## src/pid_pkg.sv

```systemverilog
`timescale 1ns / 1ps
// ----------------------------------------------------------------------------
// pid_pkg: shared definitions of the prefixed instruction decoder
// Function codes, configuration register indexes, the defined-operation
// span table and the configuration write bundle.
// ----------------------------------------------------------------------------
package pid_pkg;

    localparam int WORD_BITS_DEFAULT = 32;
    localparam int ADDR_BITS         = 32;
    localparam int CFG_DATA_BITS     = 32;
    localparam int CFG_INDEX_BITS    = 1;
    localparam int QUEUE_DEPTH       = 4;

    localparam logic [3:0] FN_J    = 4'h0;
    localparam logic [3:0] FN_PFIX = 4'h2;
    localparam logic [3:0] FN_NFIX = 4'h6;
    localparam logic [3:0] FN_CALL = 4'h9;
    localparam logic [3:0] FN_CJ   = 4'hA;
    localparam logic [3:0] FN_OPR  = 4'hF;

    localparam logic [CFG_INDEX_BITS-1:0] REG_START_ADDRESS    = 1'b0;
    localparam logic [CFG_INDEX_BITS-1:0] REG_RELATIVE_TARGETS = 1'b1;

    localparam int OPR_LOWEST  = -48;
    localparam int OPR_HIGHEST = 380;
    // Offsets of operation codes from OPR_LOWEST fit in this many bits.
    localparam int OPR_OFFSET_BITS = 9;

    localparam int NUM_SPANS = 22;
    localparam int OP_SPAN_LO [NUM_SPANS] = '{
        -48, -40, -31, -16, -9, 0, 18, 21, 99, 108, 113,
        128, 154, 163, 166, 168, 170, 176, 199, 207, 248, 380
    };
    localparam int OP_SPAN_HI [NUM_SPANS] = '{
        -45, -35, -18, -11, -3, 16, 19, 95, 99, 109, 126,
        152, 161, 164, 166, 168, 172, 197, 204, 223, 251, 380
    };

    typedef struct packed {
        logic                      write;
        logic [CFG_INDEX_BITS-1:0] index;
        logic [CFG_DATA_BITS-1:0]  data;
    } cfg_write_t;

    typedef struct packed {
        logic full;
        logic empty;
    } queue_status_t;

    // True when the code at the given offset above OPR_LOWEST is defined.
    function automatic logic op_defined(input logic [OPR_OFFSET_BITS-1:0] offset);
        int   code;
        logic hit;
        code = int'(offset) + OPR_LOWEST;
        hit  = 1'b0;
        for (int i = 0; i < NUM_SPANS; i++)
        begin
            if (code >= OP_SPAN_LO[i] && code <= OP_SPAN_HI[i])
            begin
                hit = 1'b1;
            end
        end
        return hit;
    endfunction

endpackage

```

## src/pid_front.sv

```systemverilog
`timescale 1ns / 1ps
// ----------------------------------------------------------------------------
// pid_front: byte intake and prefix accumulation
// Accepts instruction bytes, builds the operand from prefixes, tracks the
// byte address and queues each completed instruction.
// ----------------------------------------------------------------------------
module pid_front #(
    parameter int WORD_BITS = pid_pkg::WORD_BITS_DEFAULT
) (
    input  logic                                  clk,
    input  logic                                  rst_n,
    input  logic                                  in_valid,
    output logic                                  in_stall,
    input  logic [7:0]                            code_byte,
    input  pid_pkg::cfg_write_t                   cfg,
    input  pid_pkg::queue_status_t                queue_status,
    output logic                                  push,
    output logic [4+WORD_BITS+pid_pkg::ADDR_BITS-1:0] push_data
);

    logic [WORD_BITS-1:0]          operand_reg, operand_next;
    logic [pid_pkg::ADDR_BITS-1:0] address_reg, address_next;
    logic [3:0]                    fn;
    logic [3:0]                    nibble;
    logic [WORD_BITS-1:0]          ored;
    logic [WORD_BITS-1:0]          shifted;
    logic                          accept;
    logic                          complete;
    logic [WORD_BITS-1:0]          emit_operand;

    assign in_stall = queue_status.full;
    assign accept   = in_valid && !in_stall;
    assign fn       = code_byte[7:4];
    assign nibble   = code_byte[3:0];
    assign ored     = operand_reg | {{(WORD_BITS-4){1'b0}}, nibble};
    assign shifted  = ored << 4;

    always_comb
    begin
        operand_next = operand_reg;
        complete     = 1'b0;
        emit_operand = ored;
        case (fn)
            pid_pkg::FN_NFIX:
            begin
                operand_next = (~ored) << 4;
            end
            pid_pkg::FN_PFIX:
            begin
                operand_next = shifted;
                // A zero prefix that leaves the register at zero stands alone.
                complete     = (nibble == 4'h0) && (shifted == '0);
                emit_operand = '0;
            end
            default:
            begin
                operand_next = '0;
                complete     = 1'b1;
            end
        endcase
    end

    assign push      = accept && complete;
    assign push_data = {fn, emit_operand, address_reg};

    always_comb
    begin
        address_next = address_reg;
        if (cfg.write && cfg.index == pid_pkg::REG_START_ADDRESS)
        begin
            address_next = cfg.data;
        end
        else if (accept)
        begin
            address_next = address_reg + 32'd1;
        end
    end

    always_ff @(posedge clk or negedge rst_n)
    begin
        if (!rst_n)
        begin
            operand_reg <= '0;
            address_reg <= '0;
        end
        else
        begin
            address_reg <= address_next;
            if (accept)
            begin
                operand_reg <= operand_next;
            end
        end
    end

endmodule

```

## src/pid_queue.sv

```systemverilog
`timescale 1ns / 1ps
// ----------------------------------------------------------------------------
// pid_queue: short queue between intake and execution
// A small register queue of completed instructions with full and empty flags.
// ----------------------------------------------------------------------------
module pid_queue #(
    parameter int DEPTH = pid_pkg::QUEUE_DEPTH,
    parameter int WIDTH = 8
) (
    input  logic                   clk,
    input  logic                   rst_n,
    input  logic                   push,
    input  logic [WIDTH-1:0]       push_data,
    input  logic                   pop,
    output logic [WIDTH-1:0]       pop_data,
    output pid_pkg::queue_status_t status
);

    localparam int PTR_BITS   = (DEPTH > 1) ? $clog2(DEPTH) : 1;
    localparam int COUNT_BITS = $clog2(DEPTH + 1);

    logic [WIDTH-1:0]      entry_reg [DEPTH];
    logic [PTR_BITS-1:0]   wr_ptr_reg, wr_ptr_next;
    logic [PTR_BITS-1:0]   rd_ptr_reg, rd_ptr_next;
    logic [COUNT_BITS-1:0] count_reg, count_next;

    assign status.full  = (count_reg == COUNT_BITS'(DEPTH));
    assign status.empty = (count_reg == '0);
    assign pop_data     = entry_reg[rd_ptr_reg];

    always_comb
    begin
        wr_ptr_next = wr_ptr_reg;
        rd_ptr_next = rd_ptr_reg;
        count_next  = count_reg;
        if (push)
        begin
            wr_ptr_next = (wr_ptr_reg == PTR_BITS'(DEPTH - 1)) ? '0 : wr_ptr_reg + 1'b1;
        end
        if (pop)
        begin
            rd_ptr_next = (rd_ptr_reg == PTR_BITS'(DEPTH - 1)) ? '0 : rd_ptr_reg + 1'b1;
        end
        if (push && !pop)
        begin
            count_next = count_reg + 1'b1;
        end
        else if (pop && !push)
        begin
            count_next = count_reg - 1'b1;
        end
    end

    always_ff @(posedge clk or negedge rst_n)
    begin
        if (!rst_n)
        begin
            wr_ptr_reg <= '0;
            rd_ptr_reg <= '0;
            count_reg  <= '0;
        end
        else
        begin
            wr_ptr_reg <= wr_ptr_next;
            rd_ptr_reg <= rd_ptr_next;
            count_reg  <= count_next;
        end
    end

    always_ff @(posedge clk)
    begin
        if (push)
        begin
            entry_reg[wr_ptr_reg] <= push_data;
        end
    end

`ifndef SYNTH
    assert property (@(posedge clk) disable iff (!rst_n) push |-> !status.full)
        else $error("pid_queue: item pushed into a full queue");
    assert property (@(posedge clk) disable iff (!rst_n) pop |-> !status.empty)
        else $error("pid_queue: item popped from an empty queue");
    assert property (@(posedge clk) disable iff (!rst_n)
        (push && !pop) |=> (count_reg == $past(count_reg) + 1'b1))
        else $error("pid_queue: count did not follow a push");
`endif

endmodule

```

## src/pid_back.sv

```systemverilog
`timescale 1ns / 1ps
// ----------------------------------------------------------------------------
// pid_back: instruction execution and result register
// Takes completed instructions from the queue, works out the branch target
// and the operation check, and holds the result until it is taken.
// ----------------------------------------------------------------------------
module pid_back #(
    parameter int WORD_BITS = pid_pkg::WORD_BITS_DEFAULT
) (
    input  logic                                      clk,
    input  logic                                      rst_n,
    input  pid_pkg::cfg_write_t                       cfg,
    input  pid_pkg::queue_status_t                    queue_status,
    input  logic [4+WORD_BITS+pid_pkg::ADDR_BITS-1:0] pop_data,
    output logic                                      pop,
    output logic                                      out_valid,
    input  logic                                      out_stall,
    output logic [3:0]                                function_code,
    output logic signed [31:0]                        operand,
    output logic [31:0]                               last_byte_address,
    output logic [31:0]                               branch_target,
    output logic                                      target_valid,
    output logic                                      operation_known
);

    localparam int EXT_BITS = (WORD_BITS > 32) ? WORD_BITS : 32;

    logic                          out_valid_reg, out_valid_next;
    logic                          relative_reg;
    logic [3:0]                    fn;
    logic [WORD_BITS-1:0]          raw_operand;
    logic [pid_pkg::ADDR_BITS-1:0] addr;
    logic signed [EXT_BITS-1:0]    op_ext;
    logic [31:0]                   op32;
    logic                          is_branch;
    logic                          tgt_valid;
    logic                          in_range;
    logic [pid_pkg::OPR_OFFSET_BITS-1:0] op_offset;
    logic                          known;

    logic [3:0]  fn_reg;
    logic [31:0] operand_reg;
    logic [31:0] address_reg;
    logic [31:0] target_reg;
    logic        target_valid_reg;
    logic        known_reg;

    assign {fn, raw_operand, addr} = pop_data;

    assign op_ext = EXT_BITS'(signed'(raw_operand));
    assign op32   = op_ext[31:0];

    assign is_branch = (fn == pid_pkg::FN_J) || (fn == pid_pkg::FN_CJ)
                    || (fn == pid_pkg::FN_CALL);
    assign tgt_valid = is_branch && relative_reg;

    assign in_range  = (op_ext >= pid_pkg::OPR_LOWEST) && (op_ext <= pid_pkg::OPR_HIGHEST);
    // The offset stays below 2^9 inside the range, so the low bits suffice.
    assign op_offset = op_ext[pid_pkg::OPR_OFFSET_BITS-1:0]
                     - pid_pkg::OPR_OFFSET_BITS'(pid_pkg::OPR_LOWEST);
    assign known     = (fn == pid_pkg::FN_OPR) && in_range && pid_pkg::op_defined(op_offset);

    assign pop = !queue_status.empty && (!out_valid_reg || !out_stall);

    always_comb
    begin
        out_valid_next = out_valid_reg;
        if (pop)
        begin
            out_valid_next = 1'b1;
        end
        else if (!out_stall)
        begin
            out_valid_next = 1'b0;
        end
    end

    always_ff @(posedge clk or negedge rst_n)
    begin
        if (!rst_n)
        begin
            out_valid_reg <= 1'b0;
            relative_reg  <= 1'b1;
        end
        else
        begin
            out_valid_reg <= out_valid_next;
            if (cfg.write)
            begin
                case (cfg.index)
                    pid_pkg::REG_RELATIVE_TARGETS: relative_reg <= cfg.data[0];
                    default:                       relative_reg <= relative_reg;
                endcase
            end
        end
    end

    always_ff @(posedge clk)
    begin
        if (pop)
        begin
            fn_reg           <= fn;
            operand_reg      <= op32;
            address_reg      <= addr;
            target_reg       <= tgt_valid ? (addr + op32 + 32'd1) : 32'd0;
            target_valid_reg <= tgt_valid;
            known_reg        <= known;
        end
    end

    assign out_valid         = out_valid_reg;
    assign function_code     = fn_reg;
    assign operand           = signed'(operand_reg);
    assign last_byte_address = address_reg;
    assign branch_target     = target_reg;
    assign target_valid      = target_valid_reg;
    assign operation_known   = known_reg;

`ifndef SYNTH
    assert property (@(posedge clk) disable iff (!rst_n)
        (out_valid_reg && target_valid_reg) |->
        (fn_reg == pid_pkg::FN_J || fn_reg == pid_pkg::FN_CJ || fn_reg == pid_pkg::FN_CALL))
        else $error("pid_back: target reported for a function that is not a branch");
    assert property (@(posedge clk) disable iff (!rst_n)
        (out_valid_reg && known_reg) |-> (fn_reg == pid_pkg::FN_OPR))
        else $error("pid_back: operation check reported for a function other than opr");
`endif

endmodule

```

## src/prefixed_instruction_decoder.sv

```systemverilog
`timescale 1ns / 1ps
// ----------------------------------------------------------------------------
// prefixed_instruction_decoder: prefix-coded instruction stream decoder
// Folds prefix bytes into operands and reports each completed instruction.
// ----------------------------------------------------------------------------
// Usage:
// The input channel takes one instruction byte per item on code_byte, with
// in_valid and in_stall. Prefix and negative prefix bytes only build up the
// operand; every other byte, and a zero prefix that leaves the operand at
// zero, completes an instruction and yields one result item on the output
// channel (out_valid, out_stall).
// Throughput is one byte per cycle while in_stall is low. The accepting edge
// of the byte that completes a result writes it into the queue, and the
// result register loads it from there when the output is not stalled.
// A four-entry queue separates intake from execution. When the receiver
// stalls, results back up into the queue and in_stall rises once it is full.
// Reset clears the operand, sets the byte address to zero, enables relative
// targets, empties the queue. Writing start_address reloads the byte address.
// The user must write configuration only while the block is idle; unenforced.
// ----------------------------------------------------------------------------
module prefixed_instruction_decoder #(
    parameter int WORD_BITS = pid_pkg::WORD_BITS_DEFAULT
) (
    input  logic                                 clk,
    input  logic                                 rst_n,
    input  logic                                 cfg_write,
    input  logic [pid_pkg::CFG_INDEX_BITS-1:0]   cfg_index,
    input  logic [pid_pkg::CFG_DATA_BITS-1:0]    cfg_data,
    input  logic                                 in_valid,
    output logic                                 in_stall,
    input  logic [7:0]                           code_byte,
    output logic                                 out_valid,
    input  logic                                 out_stall,
    output logic [3:0]                           function_code,
    output logic signed [31:0]                   operand,
    output logic [31:0]                          last_byte_address,
    output logic [31:0]                          branch_target,
    output logic                                 target_valid,
    output logic                                 operation_known
);

    localparam int ENTRY_BITS = 4 + WORD_BITS + pid_pkg::ADDR_BITS;

    pid_pkg::cfg_write_t    cfg;
    pid_pkg::queue_status_t queue_status;
    logic                   push;
    logic                   pop;
    logic [ENTRY_BITS-1:0]  push_data;
    logic [ENTRY_BITS-1:0]  pop_data;

    assign cfg.write = cfg_write;
    assign cfg.index = cfg_index;
    assign cfg.data  = cfg_data;

    pid_front #(
        .WORD_BITS (WORD_BITS)
    ) u_front (
        .clk          (clk),
        .rst_n        (rst_n),
        .in_valid     (in_valid),
        .in_stall     (in_stall),
        .code_byte    (code_byte),
        .cfg          (cfg),
        .queue_status (queue_status),
        .push         (push),
        .push_data    (push_data)
    );

    pid_queue #(
        .DEPTH (pid_pkg::QUEUE_DEPTH),
        .WIDTH (ENTRY_BITS)
    ) u_queue (
        .clk       (clk),
        .rst_n     (rst_n),
        .push      (push),
        .push_data (push_data),
        .pop       (pop),
        .pop_data  (pop_data),
        .status    (queue_status)
    );

    pid_back #(
        .WORD_BITS (WORD_BITS)
    ) u_back (
        .clk               (clk),
        .rst_n             (rst_n),
        .cfg               (cfg),
        .queue_status      (queue_status),
        .pop_data          (pop_data),
        .pop               (pop),
        .out_valid         (out_valid),
        .out_stall         (out_stall),
        .function_code     (function_code),
        .operand           (operand),
        .last_byte_address (last_byte_address),
        .branch_target     (branch_target),
        .target_valid      (target_valid),
        .operation_known   (operation_known)
    );

endmodule
```

## config.mk

```make
export PLATFORM = sky130hd
export DESIGN_NAME = prefixed_instruction_decoder
export DESIGN_NICKNAME = d
export VERILOG_FILES = /design/src/pid_pkg.sv /design/src/pid_front.sv /design/src/pid_queue.sv /design/src/pid_back.sv /design/src/prefixed_instruction_decoder.sv
export SDC_FILE = /design/constraint.sdc
export NUM_CORES = 1
export LEC_CHECK = 0
export BUFFER_PORTS_ARGS = -buffer_cell sky130_fd_sc_hd__buf_4
export CAP_MARGIN = 30
export CORE_UTILIZATION = 35
export CTS_BUF_LIST = sky130_fd_sc_hd__clkbuf_4
export DETAILED_ROUTE_END_ITERATION = 10
export PLACE_DENSITY = 0.59
export SYNTH_ARGS = -nofsm -noshare
export SYNTH_HDL_FRONTEND = slang
export SYNTH_SLANG_ARGS = --single-unit
```

## constraint.sdc

```tcl
create_clock -name clk -period 14.1 [get_ports clk]
set_clock_uncertainty 0.1 [all_clocks]
set_input_delay 2.82 -clock clk [delete_from_list [all_inputs] [get_ports clk]]
set_output_delay 2.82 -clock clk [all_outputs]
set_load 0.05 [all_outputs]
```

==> impl_metrics.ini, run 1 <==
[synth]
yosys.area.top_type = sky130_fd_sc_hd__edfxtp_1
cells_taking_the_most_area_after_synthesis = sky130_fd_sc_hd__edfxtp_1 57%, sky130_fd_sc_hd__dfrtp_1 8.6%, sky130_fd_sc_hd__mux4_2 7.7%, sky130_fd_sc_hd__ha_1 2.7%, sky130_fd_sc_hd__nand2_1 2.4%
post_synth_inst_count = 1344
netlist.area_leader.share = 0.571
syn_avg_cell_area_um2 = 14.6
ys_seq_elements = 443
asyncSetResetFlopFracSynth = 0.156
post_synth_num_cell_types = 72
ys_warn_count = 0
synth.net_count = 1435
synth_edf_count = 374
synth_area_um2 = 19700
register_area_share_after_synthesis = 0.658
postSynth.topFlopCell = sky130_fd_sc_hd__edfxtp_1

[layout]
signed_area_change_from_the_synthesized_netlist_to_the_final_layout_pct = 17.2
most-common-layout-cells = 374 x sky130_fd_sc_hd__edfxtp_1, 162 x sky130_fd_sc_hd__buf_4, 155 x sky130_fd_sc_hd__clkbuf_4
finish.net_count = 1652
layout-drive-gt1-share = 0.259
core_occupancy_in_the_finished_layout = 0.417
final_cell_count_no_fill = 2404
number_of_flip_flops_in_the_largest_register = 272
final_design_instance_area_without_fill_um2 = 23100
leading_cell_type_in_the_layout_fill_and_taps_excluded = sky130_fd_sc_hd__edfxtp_1

[floorplan]
design.core.area_um2 = 55300
std_cell_rows = 86
top_ports = 150
initial_utilization = 0.356
die_area_um2 = 57200
chipHeight_um = 239
floorplan.die.width_um = 239

[critical_path]
critical_path.cell_chain = buf_4, nor4_1, nand4_1, nor2_1, o21ai_0, inv_1, and2_2, buf_4
critPathKind = input port to register
crit_slowest_cell = sky130_fd_sc_hd__and2_2
cpMostUsedCell = sky130_fd_sc_hd__buf_4
cpPeakStageDelay_ns = 0.84
worstPathArrival_ns = 5.44
critPathLaunchType = input port
ff2ff_path_depth = 15
critical_path.max_fanout = 35
timing.critical_path.to_type = register
worst-endpoint-required_ns = 14.43

[global_route]
maximum_number_of_pins_on_one_net_before_global_route_repair = 73
grt_antenna_before_repair = 1
grt.met3_usage = 0.0450
grt_first_pass_wirelength_um = 74900
grt.met2_usage = 0.274
gr-usage-met1 = 0.237
grt-ovfl-total = 0
grt_util_all_layers = 0.176
gr-max-usage-layer = met2
number_of_global_route_vias_before_repair = 12321

[pwr]
ir_drop_mv = 0.114
leakage_power_nw = 8.34
power.density_cell_area_nw_per_um2 = 263
p_total_mw = 6.08

[routing]
wl_per_cell_um = 20.9
drt-vias-per-instance = 5.16
detail_route.wirelength_um = 50200
drtAntennaViolNets = 0
drt_pass1_iterations = 5
drc_errors = 0
via_count = 12398
dr.first_iter.drc_count = 1105

[hold_path]
hold_path_class = register to register
min_delay_path_depth = 2

[place]
placedInstanceArea_um2 = 21600
post-dp-hpwl_um = 33700
numPortBuffers = 149
placed_cells = 2195
place.gp.congestion = 0.883

[cts]
clk_root_buffer_cell = sky130_fd_sc_hd__clkbuf_4
cts_resized = 0
cts_inserted_buffers = 112
cts_tree = yes
postCtsSetupRepairBufs = 0
worstSkewPairLatency_ns = 0.84
cts-hold-fix-buffers = 0
worst_setup_hold_path_clk_slew_ns = 0.06
numClockSinks = 443
ctsHtreeMaxLevel = 3
longest_clk_path_bufs = 3

[sta]
slew_headroom = 0.343
rsz0062_at_grt = false
fin_tns_setup_ns = 0
finalWorstPathRequiredPeriod_ns = 5.11
final-max-slew-violation-count = 0
timing.final.hold_violations = 0
layout_worst_path_cycle_share = 0.362
maxClockFrequency_mhz = 196
worst-slew-pin-transition_ns = 0.985
final_setup_viols = 0

[outcome]
status = finished, final reports clean

[flow_run]
max-cap-violations = 0
## cell usage after synthesis, types with 5 or more instances
cell / instances
sky130_fd_sc_hd__and2_1: 13
sky130_fd_sc_hd__buf_1: 7
sky130_fd_sc_hd__buf_2: 14
sky130_fd_sc_hd__a21oi_1: 41
sky130_fd_sc_hd__xor2_1: 34
sky130_fd_sc_hd__mux4_2: 67
sky130_fd_sc_hd__mux2_2: 7
sky130_fd_sc_hd__xnor2_1: 52
sky130_fd_sc_hd__or2_2: 5
sky130_fd_sc_hd__o21a_1: 10
sky130_fd_sc_hd__nand4_1: 18
sky130_fd_sc_hd__inv_1: 30
sky130_fd_sc_hd__or3_1: 5
sky130_fd_sc_hd__dfrtp_1: 68
sky130_fd_sc_hd__o22ai_1: 5
sky130_fd_sc_hd__edfxtp_1: 374
sky130_fd_sc_hd__o21ai_0: 60
sky130_fd_sc_hd__a21o_1: 14
sky130_fd_sc_hd__nor3_1: 18
sky130_fd_sc_hd__nor2_1: 70
sky130_fd_sc_hd__clkbuf_1: 32
sky130_fd_sc_hd__nor4_1: 23
sky130_fd_sc_hd__a211oi_1: 6
sky130_fd_sc_hd__ha_1: 43
sky130_fd_sc_hd__mux2i_1: 11
sky130_fd_sc_hd__nand3_1: 18
sky130_fd_sc_hd__nor2b_1: 41
sky130_fd_sc_hd__and3_1: 12
sky130_fd_sc_hd__a31oi_1: 8
sky130_fd_sc_hd__nand2_1: 126
sky130_fd_sc_hd__o31ai_1: 32
## layout make-up
cell class / instances / area, um2
inverters: 30 / 115
multi-input cells: 812 / 6360
well taps: 748 / 936
flip-flops and latches: 443 / 13000
clock buffers: 155 / 1160
repair buffers: 162 / 1220
clock inverters: 53 / 313
diodes: 1 / 2.50
fillers: 5167 / 32200
## where the power goes
group | internal [mW] | total (mW) | switching (mW)
registers | 1.86 | 2.06 | 0.197
logic | 0.994 | 2.92 | 1.92
clock network | 0.584 | 1.10 | 0.519
## critical path: cells and delay by family
kind                   cells  cell delay (ns)
AND/OR/NAND/NOR            4             1.40
AO/OA/AOI/OAI              1             0.10
buffers and inverters      3             1.05
## metrics by stage
| step | hold WS, ns | setup slack (ns) |
|---|---|---|
| 5_1_grt | 0.423 | 8.70 |
| 3_5_place_dp | 0.366 | 8.17 |
| 4_1_cts | 0.380 | 8.94 |
| 3_3_place_gp | 0.364 | 8.12 |
| 6_report | 0.375 | 8.99 |
| 2_1_floorplan | 0.341 | 8.42 |
## kinds of logic (layout without fill, tap and decap cells)
| family | Yosys count | count (layout) | share of synthesized area |
|---|---|---|---|
| AOI/OAI and AO/OA | 223 | 223 | 0.0741 |
| buffers and inverters | 89 | 400 | 0.0194 |
| adders and majority gates | 45 | 45 | 0.0294 |
| muxes | 85 | 85 | 0.0863 |
| and+or+nand+nor | 373 | 373 | 0.0942 |
| other | 0 | 1 | 0 |
| DFF | 443 | 443 | 0.658 |
| xor gates and xnor gates | 86 | 86 | 0.0383 |
## per-layer routing
metal | vias up | share of wire
met5 | - | 0
met4 | 0 | 0.019
met3 | 58 | 0.072
met2 | 444 | 0.47
met1 | 6216 | 0.44
li1 | 5680 | -
## worst paths after layout
check / from / end / slack, ns
min in group asynchronous: rst_n / u_front.operand_reg[6]$_DFFE_PN0P_ / 1.73
setup reg to reg: u_queue.rd_ptr_reg[1]$_DFFE_PN0P_ / u_back.branch_target[24]$_SDFFCE_PN0P_ / 9.03
hold / removal: u_front.operand_reg[31]$_DFFE_PN0P_ / u_front.operand_reg[31]$_DFFE_PN0P_ / 0.37
max in group asynchronous: rst_n / u_queue.rd_ptr_reg[1]$_DFFE_PN0P_ / 10.97
setup / recovery: code_byte[6] / u_queue.entry_reg[3][62]$_DFFE_PP_ / 8.99
hold reg to reg: u_front.operand_reg[31]$_DFFE_PN0P_ / u_front.operand_reg[31]$_DFFE_PN0P_ / 0.37
Note: power is estimated with default switching activity, not from simulation.
==> run 2: changes to the inputs <==
Clock period 14.1 ns to 5.3 ns, I/O delays scaled along.
==> run 2 against run 1 <==
Against the previous run: cell count up 0.58%; sequential power grew to 2.6 times the previous value; routed wire length grew 3.0%; first-iteration DRC count is 10% higher; critical endpoint is now u_back.branch_target[29]$_SDFFCE_PN0P_.
==> impl_metrics.ini, run 2 (synthesis gave the netlist of run 1 again) <==
[global_route]
grt-ovfl-total = 0
grt_util_all_layers = 0.184
grt_first_pass_wirelength_um = 77900
maximum_number_of_pins_on_one_net_before_global_route_repair = 69
number_of_global_route_vias_before_repair = 12801
grt_antenna_before_repair = 2

[cts]
cts_tree = yes
cts_resized = 0
cts-hold-fix-buffers = 1
cts_inserted_buffers = 107
worst_setup_hold_path_clk_slew_ns = 0.08
ctsHtreeMaxLevel = 3
numClockSinks = 443
longest_clk_path_bufs = 3
worstSkewPairLatency_ns = 0.83
postCtsSetupRepairBufs = 0
clk_root_buffer_cell = sky130_fd_sc_hd__clkbuf_4

[layout]
leading_cell_type_in_the_layout_fill_and_taps_excluded = sky130_fd_sc_hd__edfxtp_1
core_occupancy_in_the_finished_layout = 0.422
signed_area_change_from_the_synthesized_netlist_to_the_final_layout_pct = 18.7
final_cell_count_no_fill = 2418
num-fill-cells = 5134
most-common-layout-cells = 374 x sky130_fd_sc_hd__edfxtp_1, 171 x sky130_fd_sc_hd__buf_4, 157 x sky130_fd_sc_hd__clkbuf_4
final_design_instance_area_without_fill_um2 = 23400
finish.net_count = 1666
layout-drive-gt1-share = 0.271
number_of_flip_flops_in_the_largest_register = 272

[critical_path]
ff2ff_path_depth = 12
critPathLaunchType = register
worstPathArrival_ns = 4.95
timing.critical_path.to_type = register
crit_slowest_cell = sky130_fd_sc_hd__dfrtp_4
worst-endpoint-required_ns = 5.79
cpPeakStageDelay_ns = 0.64
critical_path.cell_chain = buf_12, mux4_2, ha_1, a21o_1, a31o_2, or2_2, o221ai_1, a2bb2oi_2, a211oi_1, nor3_2, a21oi_1, mux2_2
critPathKind = register to register
critical_path.max_fanout = 23

[place]
place.gp.congestion = 0.914
placed_cells = 2213
post-dp-hpwl_um = 35500
dp_slack_ns = 0.858
numPortBuffers = 149
placedInstanceArea_um2 = 21800

[pwr]
power_report.internal_total_mw = 9.35
power_switching_share = 0.433
ir_drop_mv = 0.317
power.combinational.fraction = 0.488
clock_power_share = 0.181
power.density_cell_area_nw_per_um2 = 705
power_switching_mw = 7.13
seqPwrFrac = 0.331
leakage_power_nw = 8.49

[floorplan]
floorplan.die.width_um = 239
chipHeight_um = 239
die_area_um2 = 57200
initial_utilization = 0.356
top_ports = 150
std_cell_rows = 86
design.core.area_um2 = 55300

[hold_path]
min_delay_path_depth = 3
hold_path_class = input port to register

[sta]
final_setup_viols = 0
final.setup.worst_slack_ns = 0.841
timing.final.hold_violations = 0
finalWorstPathRequiredPeriod_ns = 4.46
slew_headroom = 0.391
worst-slew-pin-transition_ns = 0.910
layout_worst_path_cycle_share = 0.841
final-max-slew-violation-count = 0
maxClockFrequency_mhz = 224
fin_tns_setup_ns = 0
rsz0062_at_grt = false

[routing]
drc_errors = 0
drt-vias-per-instance = 5.19
detail_route.wirelength_um = 51800
drtAntennaViolNets = 0
wl_per_cell_um = 21.4
dr.first_iter.drc_count = 1219
drt_pass1_iterations = 5
via_count = 12559

[outcome]
status = finished, final reports clean

[flow_run]
max-cap-violations = 0
run 2: final cells by class:
type                    instances  area (um2)  share of cell area
flip-flops and latches        443       13000               0.555
multi-input cells             812        6360               0.272
repair buffers                181        1480              0.0634
clock buffers                 157        1180              0.0505
well taps                     748         936              0.0401
clock inverters                46         322              0.0138
inverters                      30         115             0.00493
diodes                          1        2.50            0.000107
run 2: layer usage:
layer,up-vias,wire [um],track usage
li1,5714,-,-
met1,6316,22900,0.251
met2,452,24400,0.286
met3,77,3290,0.0413
met4,0,1180,0.0688
met5,-,0,0
run 2: path summary, 6_finish.rpt:
kind | slack, ns | to | from
max in group asynchronous | 3.43 | u_front.address_reg[17]$_DFFE_PN0P_ | rst_n
min in group asynchronous | 0.64 | u_front.address_reg[14]$_DFFE_PN0P_ | rst_n
hold reg to reg | 0.37 | u_front.operand_reg[29]$_DFFE_PN0P_ | u_front.operand_reg[29]$_DFFE_PN0P_
setup reg to reg | 0.84 | u_back.branch_target[29]$_SDFFCE_PN0P_ | u_queue.rd_ptr_reg[0]$_DFFE_PN0P_
setup / recovery | 0.84 | u_back.branch_target[29]$_SDFFCE_PN0P_ | u_queue.rd_ptr_reg[0]$_DFFE_PN0P_
hold / removal | 0.36 | u_front.address_reg[10]$_DFFE_PN0P_ | cfg_data[10]
run 2: power groups by stage:
stage	Clock (mW)	Sequential [mW]	Combinational, mW
2_1_floorplan	0	6.65	4.34
3_3_place_gp	0	5.51	8.02
3_5_place_dp	0	5.53	8.02
4_1_cts	3.09	5.46	8.05
5_1_grt	3.24	5.54	8.62
6_report	2.99	5.45	8.04
run 2: per-stage QoR:
stage	power, mW	hold WS, ns
global route	17.4	0.290
floorplan	11.0	0.341
detailed placement	13.5	0.360
global placement	13.5	0.356
CTS	16.6	0.243
finish	16.5	0.358
run 2: critical path: cells and delay by family (launching register included):
kind	cells	cell delay, ns
fa+ha+maj	1	0.39
mux	2	0.84
compound gates	6	1.40
simple gates	2	0.55
buf+inv	1	0.28
flops	1	0.64
